$ cat src/hw/rtl/spq_pkg.sv
// Shared types and constants for the sorted priority queue.
// Used by spq_cell and sorted_priority_queue; no dependencies.
package spq_pkg;

  // Number of storage cells in the row
  localparam int unsigned CAPACITY = 16;
  // Width of the live-entry count, which must also hold CAPACITY itself
  localparam int unsigned CntW = $clog2(CAPACITY + 1);
  localparam int unsigned DataW = 32;
  localparam int unsigned OccW = 5;

  // Command codes on op_i
  localparam logic OP_INSERT = 1'b0;
  localparam logic OP_DELETE = 1'b1;

  // Result status codes
  typedef enum logic [1:0] {
    ST_OK    = 2'd0,
    ST_FULL  = 2'd1,
    ST_EMPTY = 2'd2
  } status_e;

  // Command broadcast to every cell in the row
  typedef struct packed {
    logic                    ins;    // insert enabled (queue not full)
    logic                    del;    // delete enabled (queue not empty)
    logic signed [DataW-1:0] value;
  } cell_cmd_t;

  // What a cell shows to the next cell toward the back
  typedef struct packed {
    logic                    live;   // cell holds a stored entry
    logic                    gt;     // stored entry is greater than the new value
    logic signed [DataW-1:0] data;
  } cell_link_t;

endpackage

$ cat src/hw/rtl/spq_cell.sv
// One storage cell of the sorted priority queue row.
// Depends on spq_pkg for the command and link types.
module spq_cell (
  input  logic                           clk_i,
  input  spq_pkg::cell_cmd_t             cmd_i,
  input  logic                           live_i,
  input  spq_pkg::cell_link_t            prev_i,
  input  logic signed [spq_pkg::DataW-1:0] next_data_i,
  output spq_pkg::cell_link_t            link_o
);
  import spq_pkg::*;

  logic signed [DataW-1:0] data_q, data_d;
  logic                    gt;

  // New value goes in front of this entry
  assign gt = live_i && (cmd_i.value < data_q);

  assign link_o.live = live_i;
  assign link_o.gt   = gt;
  assign link_o.data = data_q;

  // Insert shifts the tail back by one; delete pulls every entry forward
  always_comb begin
    data_d = data_q;
    if (cmd_i.ins) begin
      if (prev_i.gt) begin
        data_d = prev_i.data;
      end else if (gt || (!live_i && prev_i.live)) begin
        data_d = cmd_i.value;
      end
    end else if (cmd_i.del) begin
      data_d = next_data_i;
    end
  end

  always_ff @(posedge clk_i) begin
    data_q <= data_d;
  end

endmodule

$ cat src/hw/rtl/sorted_priority_queue.sv
// Top level of the sorted priority queue: cell row, count and result register.
// Depends on spq_pkg and spq_cell.

// Holds up to CAPACITY signed 32-bit words in ascending order in a row of
// cells, one word per cell. Every command (insert or delete-smallest) is
// done by the row at once: all cells compare the new word against their own
// in parallel and each takes its neighbor's word, the new word, or keeps its
// own, so the row shifts as a unit. One command is accepted per cycle; the
// result word is registered and the input is stalled only while a result
// waits on a stalled output. Equal words leave in arrival order. An insert
// into a full queue returns status full, a delete from an empty queue
// returns status empty; neither changes the contents.
module sorted_priority_queue (
  input  logic                             clk_i,
  input  logic                             rst_ni,
  input  logic                             in_valid_i,
  output logic                             in_stall_o,
  input  logic                             op_i,
  input  logic signed [spq_pkg::DataW-1:0] value_i,
  output logic                             out_valid_o,
  input  logic                             out_stall_i,
  output logic [1:0]                       status_o,
  output logic signed [spq_pkg::DataW-1:0] removed_value_o,
  output logic [spq_pkg::OccW-1:0]         occupancy_o
);
  import spq_pkg::*;

  logic [CntW-1:0]         count_q, count_d;
  logic                    accept;
  logic                    full, empty;
  cell_cmd_t               cmd;
  logic [CAPACITY-1:0]     live;
  cell_link_t              link [CAPACITY];
  status_e                 status_d, status_q;
  logic signed [DataW-1:0] removed_d, removed_q;
  logic [OccW-1:0]         occ_q;
  logic                    out_valid_q;

  // Handshake: a new word enters whenever the result register is free or drains
  assign in_stall_o = out_valid_q && out_stall_i;
  assign accept     = in_valid_i && !in_stall_o;

  assign full  = (count_q == CntW'(CAPACITY));
  assign empty = (count_q == '0);

  assign cmd.ins   = accept && (op_i == OP_INSERT) && !full;
  assign cmd.del   = accept && (op_i == OP_DELETE) && !empty;
  assign cmd.value = value_i;

  // Cell row
  for (genvar i = 0; i < CAPACITY; i++) begin : g_cell
    cell_link_t              prev;
    logic signed [DataW-1:0] next_data;

    assign live[i] = (CntW'(i) < count_q);

    if (i == 0) begin : g_head
      assign prev = '{live: 1'b1, gt: 1'b0, data: '0};
    end else begin : g_body
      assign prev = link[i-1];
    end

    if (i == CAPACITY - 1) begin : g_tail
      assign next_data = link[i].data;
    end else begin : g_mid
      assign next_data = link[i+1].data;
    end

    spq_cell u_cell (
      .clk_i       (clk_i),
      .cmd_i       (cmd),
      .live_i      (live[i]),
      .prev_i      (prev),
      .next_data_i (next_data),
      .link_o      (link[i])
    );
  end

  // Count and result
  always_comb begin
    count_d   = count_q;
    status_d  = ST_OK;
    removed_d = '0;
    if (op_i == OP_INSERT) begin
      if (full) begin
        status_d = ST_FULL;
      end else begin
        count_d = count_q + 1'b1;
      end
    end else begin
      if (empty) begin
        status_d = ST_EMPTY;
      end else begin
        count_d   = count_q - 1'b1;
        removed_d = link[0].data;
      end
    end
  end

  always_ff @(posedge clk_i or negedge rst_ni) begin
    if (!rst_ni) begin
      count_q     <= '0;
      out_valid_q <= 1'b0;
    end else begin
      if (accept) begin
        count_q <= count_d;
      end
      if (accept) begin
        out_valid_q <= 1'b1;
      end else if (!out_stall_i) begin
        out_valid_q <= 1'b0;
      end
    end
  end

  // Result word payload
  always_ff @(posedge clk_i) begin
    if (accept) begin
      status_q  <= status_d;
      removed_q <= removed_d;
      occ_q     <= OccW'(count_d);
    end
  end

  assign out_valid_o     = out_valid_q;
  assign status_o        = status_q;
  assign removed_value_o = removed_q;
  assign occupancy_o     = occ_q;

endmodule
$ cat config.mk
export PLATFORM = sky130hd
export DESIGN_NAME = sorted_priority_queue
export DESIGN_NICKNAME = d
export VERILOG_FILES = /design/src/hw/rtl/spq_pkg.sv /design/src/hw/rtl/spq_cell.sv /design/src/hw/rtl/sorted_priority_queue.sv
export SDC_FILE = /design/constraint.sdc
export NUM_CORES = 2
export LEC_CHECK = 0
export BUFFER_PORTS_ARGS = -buffer_cell sky130_fd_sc_hd__buf_2
export CORE_ASPECT_RATIO = 0.5
export CORE_MARGIN = 3
export CORE_UTILIZATION = 25
export CTS_BUF_LIST = sky130_fd_sc_hd__clkbuf_16
export CTS_CLUSTER_SIZE = 14
export DETAILED_ROUTE_END_ITERATION = 7
export PLACE_DENSITY = 0.41
export SETUP_SLACK_MARGIN = 0.5
export SLEW_MARGIN = 10
export SYNTH_ARGS = -nofsm -noshare
export SYNTH_HDL_FRONTEND = slang
export SYNTH_SLANG_ARGS = --single-unit
$ cat constraint.sdc
create_clock -name clk_i -period 6.5 [get_ports clk_i]
set_input_delay 0.975 -clock clk_i [delete_from_list [all_inputs] [get_ports clk_i]]
set_output_delay 0.975 -clock clk_i [all_outputs]
set_load 0.01 [all_outputs]
==> results.py <==
metrics = {
    "critical_path": {
        "startpoint_type": "flop",
        "cp.required_ns": 6.77,
        "r2r_end": "g_cell[9].u_cell.data_q[11]",
        "rrSetupSlack_ns": 1.71,
        "cp.arrival_ns": 5.06,
        "cp-end-kind": "flop",
        "critical_path_class": "flop to flop",
        "r2r-start": "count_q[0]",
        "rr_worst_depth": 10,
        "path_max_fanout": 38,
    },
    "finish": {
        "drive_above_1_share_pct": 8.459,
        "fillCellCount": 15975,
        "area.growth.synth_to_final_pct": 13.16,
        "final_core_util_pct": 28.74,
        "num-nets-final": 4341,
        "antenna_cells": 0,
    },
    "global_route": {
        "overflow": 0,
        "grt_pass1_wl_um": 203100,
        "grt_max_degree": 165,
        "grtUsageTotal_pct": 16.28,
        "antenna_found_initial": 4,
        "grt_pass1_vias": 31837,
    },
    "pwr": {
        "internal_power_uw": 7717,
        "power.switching_uw": 4560,
        "p_leak_uw": 0.01779,
        "clkPwrFrac_pct": 29.3,
        "share_seq_of_total_power_pct": 39.0,
        "ir_drop_v": 0.0001917,
        "power_density_nw_per_um2": 279.1,
        "combinationalPowerShare_pct": 31.7,
        "p_sw_share_pct": 37.14,
    },
    "placed_design": {
        "portBuffers": 77,
        "gp_congestion": 0.8280,
        "dp_hpwl_um": 100900,
    },
    "timing": {
        "worst_pin_slew_ns": 1.068,
        "hold_viol_final": 0,
        "finClkSkew_ns": 0.02500,
        "rsz0062_at_grt": "no",
        "period_share_pct": 73.73,
        "finalSetupViolCount": 0,
        "fmax_mhz": 208.7,
        "finalSetupTns_ns": 0,
        "drv_slew": 0,
        "relSlewSlack_pct": 28.03,
        "fin_crit_ns": 4.792,
    },
    "floorplanning": {
        "die_y_um": 284.8,
        "core_um2": 153000,
        "die_area_um2": 160600,
        "initial_core_util_pct": 25.40,
        "ios": 78,
        "die_w_um": 563.7,
        "fp-row-count": 101,
    },
    "job": {
        "cap_violations": 0,
    },
    "yosys": {
        "ys_warn_count": 0,
        "synth.net_count": 4341,
        "synth_edf_count": 551,
        "netlist_area_um2": 38870,
        "syn_inst": 3805,
        "synth_cell_type_count": 70,
        "seq_area_frac_synth_pct": 42.95,
        "ys_ff_latch": 557,
        "synthFlopType": "edfxtp_1",
        "ys_async_sr_fraction_pct": 1.077,
        "postSynthAreaPerCell_um2": 10.22,
        "synth_top_area_share_pct": 42.56,
        "synth_area_leaders": "edfxtp_1 (43%), ha_1 (16%), o221ai_1 (6.4%), inv_1 (5.0%), nand3_1 (3.6%)",
        "yosys.area.top_type": "edfxtp_1",
    },
    "drt": {
        "wirelength_um": 134400,
        "route.detailed.drc": 0,
        "wire_per_inst_um": 22.72,
        "vias": 31120,
        "drt-initial-drc-count": 2326,
        "via_per_inst": 5.262,
        "ant_nets": 0,
        "dr.pass1.iters": 6,
    },
    "cts": {
        "postCtsHoldBufs": 0,
        "clock-sinks": 557,
        "cts-htree-levels": 3,
        "numCtsBuffers": 69,
        "clock_tree.root_cell": "clkbuf_16",
        "post-cts-setup-buffers": 0,
        "clock_path_buffers": 3,
        "cts_resized": 0,
        "clock_latency_ns": 0.64,
        "cts_tree": "built",
        "clk_pin_slew_worst_paths_ns": 0.06,
    },
    "min_path": {
        "min_path_type": "input pin to async pin",
    },
    "status": {
        "status": "complete, no violations",
    },
}
## power by group through the flow
stage / registers (uW) / clock network, uW / logic, uW
after global placement: 4870 / 0 / 3780
after global routing: 4840 / 3830 / 4310
after CTS: 4800 / 3710 / 3880
after floorplan: 4770 / 0 / 2520
after detailed placement: 4870 / 0 / 3860
final: 4790 / 3590 / 3890
## placed cells by master (no fill, tap or decap), types with 8 or more instances in the layout
master and instances:
buf_4 83, nor3b_1 9, a21o_1 130, buf_2 78
edfxtp_1 551, a2111oi_0 10, mux2_2 36, o21ai_0 98
o211ai_1 14, nand3_1 281, nand4_1 104, clkbuf_16 71
nand2_1 123, inv_1 540, a21oi_1 136, a211oi_1 46
nand2b_1 25, clkinv_1 21, a221o_1 129, nor3_1 138
nor2b_1 11, and3_1 38, a31oi_4 9, a211o_1 8
o21a_1 43, nor2_1 138, and4_1 12, a221oi_1 44
clkinv_2 8, ha_1 499, o221ai_1 285, a31oi_1 8
## layout make-up
cell class              count  area, um^2  share of cell area, %
clock inverters            49       197.7                 0.4494
clock buffers              71        1777                  4.039
repair buffers            167        1134                  2.577
multi-input cells        2489       19650                  44.67
well taps                2060        2577                  5.859
flip-flops and latches    557       16700                  37.95
inverters                 521        1957                  4.448
## synthesized netlist by cell type, types with 25 or more instances
master    instances
o221ai_1        285
inv_1           520
o21ai_0          99
a221o_1         129
clkbuf_1        189
ha_1            499
a21o_1          131
a21oi_1         142
o21a_1           43
edfxtp_1        551
mux2_2           36
nand2_1         124
buf_2            31
nand4_1         104
nor2_1          140
nand3_1         281
and3_1           39
a211oi_1         48
nor3_1          138
a221oi_1         44
nand2b_1         25
## stage by stage
stage	std cells	area, um^2	hold slack, ns	worst slack [ns]	total power [uW]
final	5914	43990	0.1569	1.708	12280
after global routing	5914	43990	0.1348	1.555	12970
after CTS	5914	43990	0.1219	1.779	12380
after detailed placement	5794	42020	0.5113	1.198	8727
after global placement	5793	42010	0.5024	0.7609	8652
after floorplan	3805	38880	0.5332	0.4928	7291
## kinds of logic (layout without fill, tap and decap cells)
logic type      Yosys count  in the layout  share of synthesized area, %
compound gates         1026           1026                         20.28
simple gates            916            916                         11.88
buf+inv                 759            808                         7.486
flops                   557            557                         42.95
fa+ha+maj               499            499                         16.06
mux                      44             44                         1.258
xor+xnor                  4              4                       0.09014
## routing by layer
metal  vias to the layer above  routed length (um)  GRT usage [%]
met3                       143                4481          1.723
met2                       553               61070          26.35
li1                      14803                   -              -
met5                         -                   0              0
met1                     15621               65720          23.14
met4                         0                3113          3.940
## worst max-delay path, cell delays in order (launching register included)
cell,delay (ns)
dfrtp_1,0.88
inv_1,0.44
ha_1,0.38
nor3b_1,0.20
a21oi_4,0.18
buf_4,0.41
nor2_1,0.14
nor2_1,0.59
o21ai_0,0.32
a31oi_4,0.33
buf_4,0.45
## worst max-delay path by stage
| stage | from | endpoint | slack [ns] |
|---|---|---|---|
| 2_1_floorplan | out_stall_i | g_cell[0].u_cell.data_q[0] | 0.49 |
| 5_1_grt | value_i[5] | g_cell[13].u_cell.data_q[9] | 1.56 |
| 6_report | count_q[0] | g_cell[9].u_cell.data_q[11] | 1.71 |
| 3_3_place_gp | value_i[19] | g_cell[1].u_cell.data_q[10] | 0.76 |
| 4_1_cts | count_q[0] | g_cell[9].u_cell.data_q[8] | 1.78 |
| 3_5_place_dp | value_i[13] | g_cell[6].u_cell.data_q[10] | 1.20 |
## registers in the layout, indices dropped and copies added, names as in the netlist
register and count:
g_cell.u_cell.data_q 512, out_valid_o 1, status_o 2, removed_value_o 32, count_q 5, occupancy_o 5
Power figures use the tool's default switching activity.
